`src/rtl/pma_pkg.sv`:
```
// Package for the prime field arithmetic unit: widths, reset constants,
// microcode word types, the control store and the action dispatch table.
// No dependencies.
`default_nettype none

package pma_pkg;

    localparam int RESIDUE_BITS_DEF = 20;
    localparam longint unsigned MODULUS_RESET = 64'd1000003;
    localparam int ACTION_W = 3;
    localparam int WIDE_W = 64;
    localparam int CNT_W = 7;
    localparam int PC_W = 6;

    localparam logic [ACTION_W-1:0] ACT_REDUCE = 3'd0;
    localparam logic [ACTION_W-1:0] ACT_ADD    = 3'd1;
    localparam logic [ACTION_W-1:0] ACT_SUB    = 3'd2;
    localparam logic [ACTION_W-1:0] ACT_MUL    = 3'd3;
    localparam logic [ACTION_W-1:0] ACT_DIV    = 3'd4;
    localparam logic [ACTION_W-1:0] ACT_POW    = 3'd5;
    localparam logic [ACTION_W-1:0] ACT_NEG    = 3'd6;

    typedef enum logic [4:0] {
        OP_NOP,
        OP_RED_A,
        OP_RED_B,
        OP_RED_RAW,
        OP_RED_PROD,
        OP_MUL_AB,
        OP_MUL_AACC,
        OP_MUL_ACCBASE,
        OP_MUL_BASESQ,
        OP_WR_A,
        OP_WR_B,
        OP_WR_ACC,
        OP_WR_BASE_SHR,
        OP_WR_RES,
        OP_RES_ADD,
        OP_RES_SUB,
        OP_RES_NEG,
        OP_RES_NEGRAW,
        OP_RES_ZERO,
        OP_RES_ACC,
        OP_INIT_B_INV,
        OP_INIT_A_INV,
        OP_INIT_A_EXP,
        OP_INIT_ACC_EXP,
        OP_DONE
    } uop_t;

    typedef enum logic [2:0] {
        C_NEXT,
        C_JUMP,
        C_P_LT2,
        C_DISPATCH,
        C_EXP_ZERO,
        C_EXP_EVEN,
        C_EX_NONNEG
    } ucond_t;

    typedef struct packed {
        uop_t             op;
        ucond_t           cond;
        logic [PC_W-1:0]  target;
    } uword_t;

    typedef struct packed {
        logic              start;
        logic [WIDE_W-1:0] value;
        logic [CNT_W-1:0]  nbits;
    } rem_ctrl_t;

    // program entry points and loop labels
    localparam logic [PC_W-1:0] PC_START        = 6'd0;
    localparam logic [PC_W-1:0] PC_REDUCE       = 6'd5;
    localparam logic [PC_W-1:0] PC_ADD          = 6'd8;
    localparam logic [PC_W-1:0] PC_SUB          = 6'd9;
    localparam logic [PC_W-1:0] PC_NEG          = 6'd10;
    localparam logic [PC_W-1:0] PC_MUL          = 6'd11;
    localparam logic [PC_W-1:0] PC_DIV          = 6'd14;
    localparam logic [PC_W-1:0] PC_DIV_LOOP     = 6'd15;
    localparam logic [PC_W-1:0] PC_DIV_SQ       = 6'd20;
    localparam logic [PC_W-1:0] PC_DIV_END      = 6'd23;
    localparam logic [PC_W-1:0] PC_POW          = 6'd26;
    localparam logic [PC_W-1:0] PC_INV_LOOP     = 6'd28;
    localparam logic [PC_W-1:0] PC_INV_SQ       = 6'd33;
    localparam logic [PC_W-1:0] PC_INV_END      = 6'd36;
    localparam logic [PC_W-1:0] PC_POW_POS      = 6'd37;
    localparam logic [PC_W-1:0] PC_POW_LOOP     = 6'd38;
    localparam logic [PC_W-1:0] PC_POW_SQ       = 6'd43;
    localparam logic [PC_W-1:0] PC_POW_END      = 6'd46;
    localparam logic [PC_W-1:0] PC_ZERO         = 6'd47;
    localparam logic [PC_W-1:0] PC_DONE         = 6'd48;

    function automatic uword_t mk(input uop_t op, input ucond_t cond,
                                  input logic [PC_W-1:0] target);
        uword_t w;
        w.op = op;
        w.cond = cond;
        w.target = target;
        return w;
    endfunction

    function automatic uword_t ucode_rom(input logic [PC_W-1:0] addr);
        uword_t w;
        case (addr)
            // prologue: zero result if p < 2, else reduce both operands, then dispatch
            6'd0:  w = mk(OP_NOP,          C_P_LT2,     PC_ZERO);
            6'd1:  w = mk(OP_RED_A,        C_NEXT,      PC_START);
            6'd2:  w = mk(OP_WR_A,         C_NEXT,      PC_START);
            6'd3:  w = mk(OP_RED_B,        C_NEXT,      PC_START);
            6'd4:  w = mk(OP_WR_B,         C_DISPATCH,  PC_START);
            // reduce
            6'd5:  w = mk(OP_RED_RAW,      C_NEXT,      PC_START);
            6'd6:  w = mk(OP_WR_RES,       C_NEXT,      PC_START);
            6'd7:  w = mk(OP_RES_NEGRAW,   C_JUMP,      PC_DONE);
            // add, sub, negate
            6'd8:  w = mk(OP_RES_ADD,      C_JUMP,      PC_DONE);
            6'd9:  w = mk(OP_RES_SUB,      C_JUMP,      PC_DONE);
            6'd10: w = mk(OP_RES_NEG,      C_JUMP,      PC_DONE);
            // mul
            6'd11: w = mk(OP_MUL_AB,       C_NEXT,      PC_START);
            6'd12: w = mk(OP_RED_PROD,     C_NEXT,      PC_START);
            6'd13: w = mk(OP_WR_RES,       C_JUMP,      PC_DONE);
            // div: acc = b^(p-2), then a * acc
            6'd14: w = mk(OP_INIT_B_INV,   C_NEXT,      PC_START);
            6'd15: w = mk(OP_NOP,          C_EXP_ZERO,  PC_DIV_END);
            6'd16: w = mk(OP_NOP,          C_EXP_EVEN,  PC_DIV_SQ);
            6'd17: w = mk(OP_MUL_ACCBASE,  C_NEXT,      PC_START);
            6'd18: w = mk(OP_RED_PROD,     C_NEXT,      PC_START);
            6'd19: w = mk(OP_WR_ACC,       C_NEXT,      PC_START);
            6'd20: w = mk(OP_MUL_BASESQ,   C_NEXT,      PC_START);
            6'd21: w = mk(OP_RED_PROD,     C_NEXT,      PC_START);
            6'd22: w = mk(OP_WR_BASE_SHR,  C_JUMP,      PC_DIV_LOOP);
            6'd23: w = mk(OP_MUL_AACC,     C_NEXT,      PC_START);
            6'd24: w = mk(OP_RED_PROD,     C_NEXT,      PC_START);
            6'd25: w = mk(OP_WR_RES,       C_JUMP,      PC_DONE);
            // pow, negative exponent: invert base first
            6'd26: w = mk(OP_NOP,          C_EX_NONNEG, PC_POW_POS);
            6'd27: w = mk(OP_INIT_A_INV,   C_NEXT,      PC_START);
            6'd28: w = mk(OP_NOP,          C_EXP_ZERO,  PC_INV_END);
            6'd29: w = mk(OP_NOP,          C_EXP_EVEN,  PC_INV_SQ);
            6'd30: w = mk(OP_MUL_ACCBASE,  C_NEXT,      PC_START);
            6'd31: w = mk(OP_RED_PROD,     C_NEXT,      PC_START);
            6'd32: w = mk(OP_WR_ACC,       C_NEXT,      PC_START);
            6'd33: w = mk(OP_MUL_BASESQ,   C_NEXT,      PC_START);
            6'd34: w = mk(OP_RED_PROD,     C_NEXT,      PC_START);
            6'd35: w = mk(OP_WR_BASE_SHR,  C_JUMP,      PC_INV_LOOP);
            6'd36: w = mk(OP_INIT_ACC_EXP, C_JUMP,      PC_POW_LOOP);
            6'd37: w = mk(OP_INIT_A_EXP,   C_NEXT,      PC_START);
            // square and multiply over the exponent magnitude
            6'd38: w = mk(OP_NOP,          C_EXP_ZERO,  PC_POW_END);
            6'd39: w = mk(OP_NOP,          C_EXP_EVEN,  PC_POW_SQ);
            6'd40: w = mk(OP_MUL_ACCBASE,  C_NEXT,      PC_START);
            6'd41: w = mk(OP_RED_PROD,     C_NEXT,      PC_START);
            6'd42: w = mk(OP_WR_ACC,       C_NEXT,      PC_START);
            6'd43: w = mk(OP_MUL_BASESQ,   C_NEXT,      PC_START);
            6'd44: w = mk(OP_RED_PROD,     C_NEXT,      PC_START);
            6'd45: w = mk(OP_WR_BASE_SHR,  C_JUMP,      PC_POW_LOOP);
            6'd46: w = mk(OP_RES_ACC,      C_JUMP,      PC_DONE);
            // zero result, then deliver
            6'd47: w = mk(OP_RES_ZERO,     C_NEXT,      PC_START);
            6'd48: w = mk(OP_DONE,         C_NEXT,      PC_START);
            default: w = mk(OP_DONE,       C_NEXT,      PC_START);
        endcase
        return w;
    endfunction

    function automatic logic [PC_W-1:0] action_entry(input logic [ACTION_W-1:0] act);
        logic [PC_W-1:0] pc;
        case (act)
            ACT_REDUCE: pc = PC_REDUCE;
            ACT_ADD:    pc = PC_ADD;
            ACT_SUB:    pc = PC_SUB;
            ACT_MUL:    pc = PC_MUL;
            ACT_DIV:    pc = PC_DIV;
            ACT_POW:    pc = PC_POW;
            ACT_NEG:    pc = PC_NEG;
            default:    pc = PC_ZERO;
        endcase
        return pc;
    endfunction

endpackage

`default_nettype wire

```
`src/rtl/prime_modular_alu.sv`:
```
// Top level of the prime field arithmetic unit: stream ports, modulus
// register, microcoded sequencer and datapath. Uses pma_pkg, pma_rem_unit.
//
//  channel   dir  handshake           payload
//  s_        in   s_tvalid/s_tready   s_tdata: action, operand_a, operand_b,
//                                              exponent, raw_value
//  m_        out  m_tvalid/m_tready   m_tdata: result, operands_equal
//  cfg_      in   cfg_wr_en           cfg_wr_data: modulus
//
// One item at a time; every reduction runs on the shared bit-serial remainder
// unit, one bit per cycle (W = RESIDUE_BITS). Operands are reduced first; then
// add/sub/negate, reduce or mul runs. Each exponent bit takes a multiply and a
// square when set and a square alone when clear, over the bits of p-2 for div
// and |exponent| for pow (of p-2 first too when the exponent is negative).
// Synchronous active-low reset clears control and loads modulus 1000003.
// A finished item waits in the output register while the next one is taken.
`default_nettype none

module prime_modular_alu #(
    parameter int RESIDUE_BITS = pma_pkg::RESIDUE_BITS_DEF,
    localparam int S_TDATA_W = ((pma_pkg::ACTION_W + 2*RESIDUE_BITS
                                 + 2*pma_pkg::WIDE_W + 7) / 8) * 8,
    localparam int M_TDATA_W = ((RESIDUE_BITS + 1 + 7) / 8) * 8
) (
    input  wire logic                    aclk,
    input  wire logic                    aresetn,
    input  wire logic                    cfg_wr_en,
    input  wire logic [RESIDUE_BITS-1:0] cfg_wr_data,
    input  wire logic                    s_tvalid,
    output logic                         s_tready,
    // action, operand_a, operand_b, exponent, raw_value
    input  wire logic [S_TDATA_W-1:0]    s_tdata,
    output logic                         m_tvalid,
    input  wire logic                    m_tready,
    // result, operands_equal
    output logic [M_TDATA_W-1:0]         m_tdata
);
    import pma_pkg::*;

    localparam int W = RESIDUE_BITS;
    localparam int OFS_A = ACTION_W;
    localparam int OFS_B = OFS_A + W;
    localparam int OFS_EX = OFS_B + W;
    localparam int OFS_RAW = OFS_EX + WIDE_W;

    logic [W-1:0]        modulus_reg;
    logic                busy_reg;
    logic [PC_W-1:0]     pc_reg;
    logic [PC_W-1:0]     pc_next;
    logic [ACTION_W-1:0] action_reg;
    logic [W-1:0]        a_reg;
    logic [W-1:0]        b_reg;
    logic [WIDE_W-1:0]   ex_reg;
    logic [WIDE_W-1:0]   raw_reg;
    logic                eq_reg;
    logic [W-1:0]        acc_reg;
    logic [W-1:0]        base_reg;
    logic [WIDE_W-1:0]   exp_reg;
    logic [2*W-1:0]      prod_reg;
    logic [W-1:0]        res_reg;
    logic                m_valid_reg;
    logic [W-1:0]        m_result_reg;
    logic                m_equal_reg;

    uword_t              uw;
    logic                step_done;
    logic                cond_true;
    logic                accept;
    rem_ctrl_t           rctl;
    logic                rem_busy;
    logic [W-1:0]        rem;
    logic [W-1:0]        mul_x;
    logic [W-1:0]        mul_y;
    logic [W:0]          sum_ab;
    logic [W:0]          sub_ab;
    logic [WIDE_W-1:0]   raw_mag;
    logic [WIDE_W-1:0]   ex_mag;

    pma_rem_unit #(
        .RESIDUE_BITS(RESIDUE_BITS)
    ) u_rem (
        .aclk    (aclk),
        .aresetn (aresetn),
        .ctrl    (rctl),
        .modulus (modulus_reg),
        .busy    (rem_busy),
        .rem     (rem)
    );

    assign accept = s_tvalid && s_tready;
    assign s_tready = !busy_reg;
    assign m_tvalid = m_valid_reg;
    assign m_tdata = M_TDATA_W'({m_equal_reg, m_result_reg});

    assign raw_mag = raw_reg[WIDE_W-1] ? (WIDE_W'(0) - raw_reg) : raw_reg;
    assign ex_mag = ex_reg[WIDE_W-1] ? (WIDE_W'(0) - ex_reg) : ex_reg;
    assign sum_ab = {1'b0, a_reg} + {1'b0, b_reg};
    assign sub_ab = {1'b0, a_reg} + {1'b0, modulus_reg} - {1'b0, b_reg};

    always_comb begin
        uw = ucode_rom(pc_reg);

        case (uw.op)
            OP_WR_A, OP_WR_B, OP_WR_ACC, OP_WR_BASE_SHR, OP_WR_RES: step_done = !rem_busy;
            OP_DONE: step_done = !m_valid_reg || m_tready;
            default: step_done = 1'b1;
        endcase

        case (uw.cond)
            C_JUMP:      cond_true = 1'b1;
            C_P_LT2:     cond_true = (modulus_reg < W'(2));
            C_DISPATCH:  cond_true = 1'b1;
            C_EXP_ZERO:  cond_true = (exp_reg == '0);
            C_EXP_EVEN:  cond_true = !exp_reg[0];
            C_EX_NONNEG: cond_true = !ex_reg[WIDE_W-1];
            default:     cond_true = 1'b0;
        endcase

        if (!step_done) begin
            pc_next = pc_reg;
        end else if (uw.cond == C_DISPATCH) begin
            pc_next = action_entry(action_reg);
        end else if (cond_true) begin
            pc_next = uw.target;
        end else begin
            pc_next = pc_reg + 1'b1;
        end

        rctl.start = 1'b0;
        rctl.value = '0;
        rctl.nbits = CNT_W'(W);
        if (busy_reg) begin
            case (uw.op)
                OP_RED_A: begin
                    rctl.start = 1'b1;
                    rctl.value = WIDE_W'(a_reg) << (WIDE_W - W);
                end
                OP_RED_B: begin
                    rctl.start = 1'b1;
                    rctl.value = WIDE_W'(b_reg) << (WIDE_W - W);
                end
                OP_RED_RAW: begin
                    rctl.start = 1'b1;
                    rctl.value = raw_mag;
                    rctl.nbits = CNT_W'(WIDE_W);
                end
                OP_RED_PROD: begin
                    rctl.start = 1'b1;
                    rctl.value = WIDE_W'(prod_reg) << (WIDE_W - 2*W);
                    rctl.nbits = CNT_W'(2*W);
                end
                default: ;
            endcase
        end

        case (uw.op)
            OP_MUL_AB: begin
                mul_x = a_reg;
                mul_y = b_reg;
            end
            OP_MUL_AACC: begin
                mul_x = a_reg;
                mul_y = acc_reg;
            end
            OP_MUL_ACCBASE: begin
                mul_x = acc_reg;
                mul_y = base_reg;
            end
            default: begin
                mul_x = base_reg;
                mul_y = base_reg;
            end
        endcase
    end

    always_ff @(posedge aclk) begin
        if (!aresetn) begin
            modulus_reg <= W'(MODULUS_RESET);
        end else if (cfg_wr_en) begin
            modulus_reg <= cfg_wr_data;
        end
    end

    always_ff @(posedge aclk) begin
        if (!aresetn) begin
            busy_reg    <= 1'b0;
            pc_reg      <= PC_START;
            m_valid_reg <= 1'b0;
        end else begin
            // the output step reloads the register in the same cycle it drains
            if (m_valid_reg && m_tready && !(busy_reg && (uw.op == OP_DONE))) begin
                m_valid_reg <= 1'b0;
            end
            if (accept) begin
                busy_reg   <= 1'b1;
                pc_reg     <= PC_START;
                action_reg <= s_tdata[ACTION_W-1:0];
                a_reg      <= s_tdata[OFS_A +: W];
                b_reg      <= s_tdata[OFS_B +: W];
                ex_reg     <= s_tdata[OFS_EX +: WIDE_W];
                raw_reg    <= s_tdata[OFS_RAW +: WIDE_W];
                eq_reg     <= (s_tdata[OFS_A +: W] == s_tdata[OFS_B +: W]);
            end else if (busy_reg) begin
                pc_reg <= pc_next;
                case (uw.op)
                    OP_MUL_AB, OP_MUL_AACC, OP_MUL_ACCBASE, OP_MUL_BASESQ: begin
                        prod_reg <= {{W{1'b0}}, mul_x} * {{W{1'b0}}, mul_y};
                    end
                    OP_WR_A: if (step_done) a_reg <= rem;
                    OP_WR_B: if (step_done) b_reg <= rem;
                    OP_WR_ACC: if (step_done) acc_reg <= rem;
                    OP_WR_RES: if (step_done) res_reg <= rem;
                    OP_WR_BASE_SHR: begin
                        if (step_done) begin
                            base_reg <= rem;
                            exp_reg  <= exp_reg >> 1;
                        end
                    end
                    OP_RES_ADD: begin
                        res_reg <= (sum_ab >= {1'b0, modulus_reg})
                                   ? W'(sum_ab - {1'b0, modulus_reg}) : sum_ab[W-1:0];
                    end
                    OP_RES_SUB: begin
                        res_reg <= (a_reg >= b_reg) ? (a_reg - b_reg) : sub_ab[W-1:0];
                    end
                    OP_RES_NEG: begin
                        res_reg <= (a_reg != '0) ? (modulus_reg - a_reg) : '0;
                    end
                    OP_RES_NEGRAW: begin
                        if (raw_reg[WIDE_W-1] && (res_reg != '0)) begin
                            res_reg <= modulus_reg - res_reg;
                        end
                    end
                    OP_RES_ZERO: res_reg <= '0;
                    OP_RES_ACC: res_reg <= acc_reg;
                    OP_INIT_B_INV: begin
                        base_reg <= b_reg;
                        exp_reg  <= WIDE_W'(modulus_reg - W'(2));
                        acc_reg  <= W'(1);
                    end
                    OP_INIT_A_INV: begin
                        base_reg <= a_reg;
                        exp_reg  <= WIDE_W'(modulus_reg - W'(2));
                        acc_reg  <= W'(1);
                    end
                    OP_INIT_A_EXP: begin
                        base_reg <= a_reg;
                        exp_reg  <= ex_mag;
                        acc_reg  <= W'(1);
                    end
                    OP_INIT_ACC_EXP: begin
                        base_reg <= acc_reg;
                        exp_reg  <= ex_mag;
                        acc_reg  <= W'(1);
                    end
                    OP_DONE: begin
                        if (step_done) begin
                            m_valid_reg  <= 1'b1;
                            m_result_reg <= res_reg;
                            m_equal_reg  <= eq_reg;
                            busy_reg     <= 1'b0;
                        end
                    end
                    default: ;
                endcase
            end
        end
    end

endmodule

`default_nettype wire

```
`src/rtl/pma_rem_unit.sv`:
```
// Bit-serial remainder unit: shifts a value in MSB first, one bit a cycle,
// keeping rem < modulus with one compare and subtract. Uses pma_pkg.
`default_nettype none

module pma_rem_unit #(
    parameter int RESIDUE_BITS = pma_pkg::RESIDUE_BITS_DEF
) (
    input  wire logic                    aclk,
    input  wire logic                    aresetn,
    input  wire pma_pkg::rem_ctrl_t      ctrl,
    input  wire logic [RESIDUE_BITS-1:0] modulus,
    output logic                         busy,
    output logic [RESIDUE_BITS-1:0]      rem
);
    import pma_pkg::*;

    logic [WIDE_W-1:0]       sreg_reg;
    logic [CNT_W-1:0]        cnt_reg;
    logic                    busy_reg;
    logic [RESIDUE_BITS-1:0] rem_reg;
    logic [RESIDUE_BITS-1:0] rem_next;
    logic [RESIDUE_BITS:0]   shifted;
    logic [RESIDUE_BITS:0]   diff;

    always_comb begin
        shifted = {rem_reg, sreg_reg[WIDE_W-1]};
        diff = shifted - {1'b0, modulus};
        rem_next = (shifted >= {1'b0, modulus}) ? diff[RESIDUE_BITS-1:0]
                                                : shifted[RESIDUE_BITS-1:0];
    end

    always_ff @(posedge aclk) begin
        if (!aresetn) begin
            busy_reg <= 1'b0;
        end else if (ctrl.start) begin
            sreg_reg <= ctrl.value;
            cnt_reg  <= ctrl.nbits;
            rem_reg  <= '0;
            busy_reg <= 1'b1;
        end else if (busy_reg) begin
            rem_reg  <= rem_next;
            sreg_reg <= {sreg_reg[WIDE_W-2:0], 1'b0};
            cnt_reg  <= cnt_reg - 1'b1;
            if (cnt_reg == CNT_W'(1)) begin
                busy_reg <= 1'b0;
            end
        end
    end

    assign busy = busy_reg;
    assign rem = rem_reg;

endmodule

`default_nettype wire
```
`config.mk`:
```
export PLATFORM = sky130hd
export DESIGN_NAME = prime_modular_alu
export DESIGN_NICKNAME = d
export VERILOG_FILES = /design/src/rtl/pma_pkg.sv /design/src/rtl/prime_modular_alu.sv /design/src/rtl/pma_rem_unit.sv
export SDC_FILE = /design/constraint.sdc
export NUM_CORES = 2
export LEC_CHECK = 0
export ABC_AREA = 1
export BUFFER_PORTS_ARGS = -buffer_cell sky130_fd_sc_hd__buf_2
export CAP_MARGIN = 20
export CORE_MARGIN = 2
export CORE_UTILIZATION = 35
export DETAILED_ROUTE_END_ITERATION = 8
export GPL_TIMING_DRIVEN = 0
export REMOVE_ABC_BUFFERS = 1
export SETUP_SLACK_MARGIN = 0.1
export SKIP_CTS_REPAIR_TIMING = 1
export SLEW_MARGIN = 20
export SYNTH_ARGS = -nofsm -noshare
export SYNTH_HDL_FRONTEND = slang
export SYNTH_SLANG_ARGS = --single-unit
```
`constraint.sdc`:
```
create_clock -name aclk -period 14.2 [get_ports aclk]
set_clock_uncertainty 0.15 [all_clocks]
set_input_delay 2.84 -clock aclk [delete_from_list [all_inputs] [get_ports aclk]]
set_output_delay 2.84 -clock aclk [all_outputs]
set_load 0.01 [all_outputs]
```
=== Word level (Yosys, flattened, before mapping) ===
Memory sizes are Yosys's and may differ from the RTL's. A register that Yosys moved wholly into a read port is not among the register bits.
Cells that the tools add are included.

* Register bits: 477
* Memories: 1
* Input port bits: 201
* Output and inout port bits: 26
* Memory bits (read-only): 896
* Logic and storage cells: 177

{| class="wikitable"
|+ Memories
! name !! words !! width !! read ports !! clocked after Yosys merged registers in !! write ports !! line !! source
|-
| (name not given) || 64 || 14 || 1 || 1 || 0 || pma_pkg.sv:106 || <nowiki>case (addr)</nowiki>
|}

* $mul: 1
* Mux-type cells: 48
* Bitwise logic cells: 2
* Reduce and logical (&&, ||, !) cells: 45
* Magnitude comparators: 4
* Equal/unequal tests: 42
* $add $sub $neg: 13

{| class="wikitable"
|+ Operators by type and width
! kind !! count
|-
| 64-bit two-way mux || 5
|-
| 20-bit two-way mux || 13
|-
| 65-bit one-hot mux with 4 select lines || 1
|-
| 64-bit one-hot mux with 3 select lines || 1
|-
| 20-bit one-hot mux with 7 select lines || 1
|-
| 1-bit by 64-bit subtractor with 64-bit output, first input constant || 2
|-
| 20-bit one-hot mux with 2 select lines || 3
|-
| 20-bit subtractor || 6
|-
| 20-bit one-hot mux with 4 select lines || 1
|-
| 72-bit two-way mux || 1
|-
| 64-bit zero test || 1
|-
| 5-bit == test, second input constant || 9
|-
| 21-bit by 20-bit greater-or-equal comparator with 1-bit output || 2
|-
| 6-bit one-hot mux with 7 select lines || 1
|-
| 5-bit by 4-bit == test with 1-bit output, second input constant || 8
|-
| 20-bit by 20-bit multiplier with 40-bit output || 1
|-
| 20-bit nonzero test || 2
|-
| 6-bit two-way mux || 4
|-
| 20-bit by 20-bit adder with 21-bit output || 1
|-
| 20-bit by 2-bit subtractor with 21-bit output, second input constant || 1
|-
| 20-bit adder || 1
|-
| 20-bit == test || 1
|-
| 5-bit by 3-bit == test with 1-bit output, second input constant || 4
|-
| 20-bit greater-or-equal comparator || 1
|-
| other kinds (31) || 84
|}

=== Depth between registers and ports, before layout ===
* Depth after elaboration: 9
* Gate-level depth with buffers: 39
* Depth with buffers taken out: 37

=== By module ===
A second synthesis with hierarchy kept.

* Cells, all modules: 6,099
* Area, all modules: 47,727.0 µm²

{| class="wikitable"
|+ By module, submodules not included
! module !! cells an instance !! area an instance (µm²) !! sequential area each (µm²) !! times used
|-
| prime_modular_alu || 5,408 || 42,167.9 || 11,561.1 || 1
|-
| pma_rem_unit || 691 || 5,559.1 || 2,752.6 || 1
|}

=== Worst setup path after synthesis ===
No wires, ideal clock.

* Path type: input -> register
* Start: in s_tvalid
* End: reg a_reg[0] (enable)
* Setup slack: 3.942 ns
* Arrival time: 9.751 ns
* Library setup time: 0.358 ns
* Path buffers: 2
* Required time: 13.692 ns
* Stages: 5
* Cells stage by stage: clkbuf_1 -> nand2_1 -> clkbuf_1 -> nor2_1 -> a31o_2

* Cells in the longest elaborated chain, start to end: 3
* Elaborated cells between the ends (all ways): 5
* Those cells by class: reduce/logical: 5

{| class="wikitable"
|+ RTL lines
! what !! line !! source
|-
| from (decl) || prime_modular_alu.sv:29 || <nowiki>input wire logic s_tvalid,</nowiki>
|-
| 1-bit logical AND * || prime_modular_alu.sv:90 || <nowiki>assign accept = s_tvalid && s_tready;</nowiki>
|-
| 2-bit nonzero test (no source line) || -- ||
|-
| 4-bit AND reduction (no source line) * || -- ||
|-
| to (signal assigned) || prime_modular_alu.sv:198 || <nowiki>a_reg <= s_tdata[OFS_A +: W];</nowiki>
|-
| to (signal assigned) || prime_modular_alu.sv:209 || <nowiki>OP_WR_A: if (step_done) a_reg <= rem;</nowiki>
|-
| to (decl) || prime_modular_alu.sv:51 || <nowiki>logic [W-1:0] a_reg;</nowiki>
|}

Every way passes the cells marked *; elsewhere a longest branch is shown, timed or not.
A chain may end at the register's enable or synchronous reset.

=== Worst setup path in the final report ===
* Start: reg uw[10] (netlist name)
* End: reg prod_reg[32], data pin

* Cells in the longest elaborated chain, start to end: 4
* Elaborated cells between the ends (all ways): 7
* Those cells by class: mul: 1; eq/ne: 3; mux: 2; reduce/logical: 1

{| class="wikitable"
|+ RTL lines
! what !! line !! source
|-
| 5-bit by 3-bit == test with 1-bit output || prime_modular_alu.sv:156 || <nowiki>case (uw.op)</nowiki>
|-
| 2-bit OR reduction (no source line) || -- ||
|-
| 20-bit one-hot mux with 2 select lines || prime_modular_alu.sv:156 ||
|-
| 20-bit by 20-bit multiplier with 40-bit output * || prime_modular_alu.sv:207 || <nowiki>prod_reg <= {{W{1'b0}}, mul_x} * {{W{1'b0}}, mul_y};</nowiki>
|-
| to (signal assigned) || prime_modular_alu.sv:207 ||
|-
| to (decl) || prime_modular_alu.sv:59 || <nowiki>logic [2*W-1:0] prod_reg;</nowiki>
|}

Marks and branches as above.

==> results.sh <==
export IMPL_status="completed"
export IMPL_fp_row_count=134
export IMPL_crit_path_end_kind="register"
export IMPL_coreArea_um2=134000
export IMPL_start_util_pct=35.3
export IMPL_seqPwrFrac_pct=21.1
export IMPL_slew_headroom_pct=27.6
export IMPL_grt_pass1_wl_mm=251
export IMPL_area_growth_pct=13.8
export IMPL_synth_top_area_share_pct=28.5
export IMPL_final_nets=6907
export IMPL_dp_final_hpwl_mm=136
export IMPL_grt_max_degree=68
export IMPL_worst_path_max_delay_cell="nor2_2"
export IMPL_p_int_mw=4.91
export IMPL_async_reset_ff_share_pct=0
export IMPL_drc=0
export IMPL_drt_initial_drc_count=4041
export IMPL_finalSetupViolations=0
export IMPL_drive_gt1_share_pct=8.98
export IMPL_synth_area_um2=47200
export IMPL_grt_util_met2_pct=37.5
export IMPL_ff2ff_setup_slack_ns=3.50
export IMPL_synth_distinct_cells=75
export IMPL_htree_levels=2
export IMPL_fp_dieH_um=371
export IMPL_grt_overflow=0
export IMPL_met1_usage_pct=33.3
export IMPL_synthTopCellsByArea="edfxtp_1 28%, fa_1 15%, nand2_1 10%"
export IMPL_hold_slack_ns=0.300
export IMPL_routed_via_density=5.29
export IMPL_top_usage_layer="met2"
export IMPL_p_comb_share_pct=64.2
export IMPL_clock_fmax_mhz=93.4
export IMPL_synth_seq_cells=491
export IMPL_p_sw_mw=4.97
export IMPL_fin_crit_sh_pct=75.4
export IMPL_min_period_ns=10.70
export IMPL_use_met3_pct=5.16
export IMPL_ant_nets=0
export IMPL_portBuffers=218
export IMPL_io_pins=227
export IMPL_p_sw_share_pct=50.3
export IMPL_synthCells=5923
export IMPL_cp_arrival_ns=10.94
export IMPL_hold_depth=0
export IMPL_yosysTopAreaCell="edfxtp_1"
export IMPL_min_path_type="reg2reg"
export IMPL_clkTransAtPathRegs_ns=0.07
export IMPL_start_kind="register"
export IMPL_power_leakage_nw=24.5
export IMPL_cts_root_buf="clkbuf_16"
export IMPL_final_common_cell="nand2_1"
export IMPL_routed_wl_mm=168
export IMPL_post_route_util_pct=40.2
export IMPL_cts_buffer_depth=3
export IMPL_clock_power_share_pct=14.7
export IMPL_total_power_mw=9.88
export IMPL_cts_sinks=491
export IMPL_regToRegStartpoint="uw[10]"
export IMPL_min_delay_worst_endpoint="m_result_reg[11]"
export IMPL_dieArea_um2=138000
export IMPL_tightest_slew_ns=1.08
export IMPL_cts_buffers=52
export IMPL_rr_endpoint="prod_reg[32]"
export IMPL_finalHoldViolations=0
export IMPL_r2r_cells=36
export IMPL_grt_setup_unrepaired="no"
export IMPL_irDropWorstVdd_uv=313
export IMPL_final_area_um2=53700
export IMPL_dp_cells=7771
export IMPL_place_congestion=0.971
export IMPL_max_stage_delay_ns=0.74
export IMPL_drv_cap=0
export IMPL_worstHoldStart="res_reg[11]"
export IMPL_worst_ep_required_time_ns=14.43
export IMPL_clk_latency_ns=0.65
export IMPL_seq_area_frac_synth_pct=30.3
export IMPL_place_area_um2=51900
export IMPL_synthFlopType="edfxtp_1"
export IMPL_synth_warnings=0
export IMPL_antenna_found_initial=15
export IMPL_grt_pass1_vias=40958
export IMPL_syn_avg_cell_area_um2=7.97
export IMPL_cp_max_fo=19
export IMPL_drt_pass1_iterations=6
export IMPL_dieWidth_um=371
export IMPL_critical_path_class="reg2reg"
export IMPL_p_per_area_nw_per_um2=184
export IMPL_cts_tree="done"
export IMPL_wl_per_cell_um=21.3
export IMPL_dr_total_vias=41659
export IMPL_final_cell_mix="1299 x nand2_1, 1046 x inv_1, 448 x edfxtp_1"
export IMPL_synth_edf_count=448
export IMPL_slew_viol_final=0
export IMPL_fin_cells=7872
export IMPL_grtUsageTotal_pct=24.2
Yosys cell counts (all sizes together), types with 43 or more instances:
library cell and instances:
o211ai 58, nor3 89, nor4 50, inv 1064, xnor2 76, clkbuf 171
xor2 118, o21ai 359, a21oi 397, ha 303, edfxtp 448, nor2 455
nand4 94, nand3 235, nand2 1316, dfxtp 43, fa 345, buf 49
critical path, delay by kind of cell (launching register included):
| family | cells | cell delay [ns] |
|---|---|---|
| XOR/XNOR | 1 | 0.41 |
| buffers and inverters | 13 | 1.88 |
| AO/OA/AOI/OAI | 6 | 1.59 |
| flip-flops | 1 | 0.52 |
| AND/OR/NAND/NOR | 8 | 2.00 |
| adder cells (fa/ha/maj) | 8 | 3.91 |
worst max path at each step:
stage	startpoint	end	slack [ns]
after floorplan	s_tvalid	a_reg[0]	3.82
after global placement	s_tvalid	b_reg[4]	-0.62
after detailed placement	uw[10]	prod_reg[36]	3.27
after CTS	uw[10]	prod_reg[36]	3.25
after global routing	uw[10]	prod_reg[36]	2.76
final	uw[10]	prod_reg[32]	3.50
power by group through the flow:
| stage | registers (mW) | logic, mW | clock network, mW |
|---|---|---|---|
| finish | 2.08 | 6.34 | 1.46 |
| global route | 2.09 | 7.04 | 1.53 |
| global placement | 2.13 | 6.13 | 0 |
| floorplan | 2.06 | 4.04 | 0 |
| detailed placement | 2.11 | 6.20 | 0 |
| CTS | 2.08 | 6.25 | 1.48 |
stage by stage:
| stage | setup WS (ns) | setup TNS [ns] |
|---|---|---|
| CTS | 3.25 | 0 |
| detailed placement | 3.27 | 0 |
| global placement | -0.617 | -24.34 |
| finish | 3.50 | 0 |
| global route | 2.76 | 0 |
| floorplan | 3.82 | 0 |
final cells by class:
class	count	area, um2
fill	13531	79900
timing repair buffer	299	2620
tap	1768	2210
multi-input combinational	4146	28800
clock inverter	40	463
inverter	1068	4020
antenna	2	5.00
sequential	491	14300
clock buffer	58	1350
layer usage:
metal	share of wire (%)	wire, um
met1	44	73300
met2	44	74200
met3	8.4	14200
met4	3.8	6440
met5	0.012	21
logic make-up after synthesis:
logic type,count (synthesis),share of synthesized area [%]
adders and majority gates,648,22.7
DFF,491,30.3
and+or+nand+nor,2282,20.6
AOI/OAI and AO/OA,1019,12.4
xor gates and xnor gates,194,3.60
buffers and inverters,1288,10.4
other,1,0.00794
(Power assumes the default switching activity.)
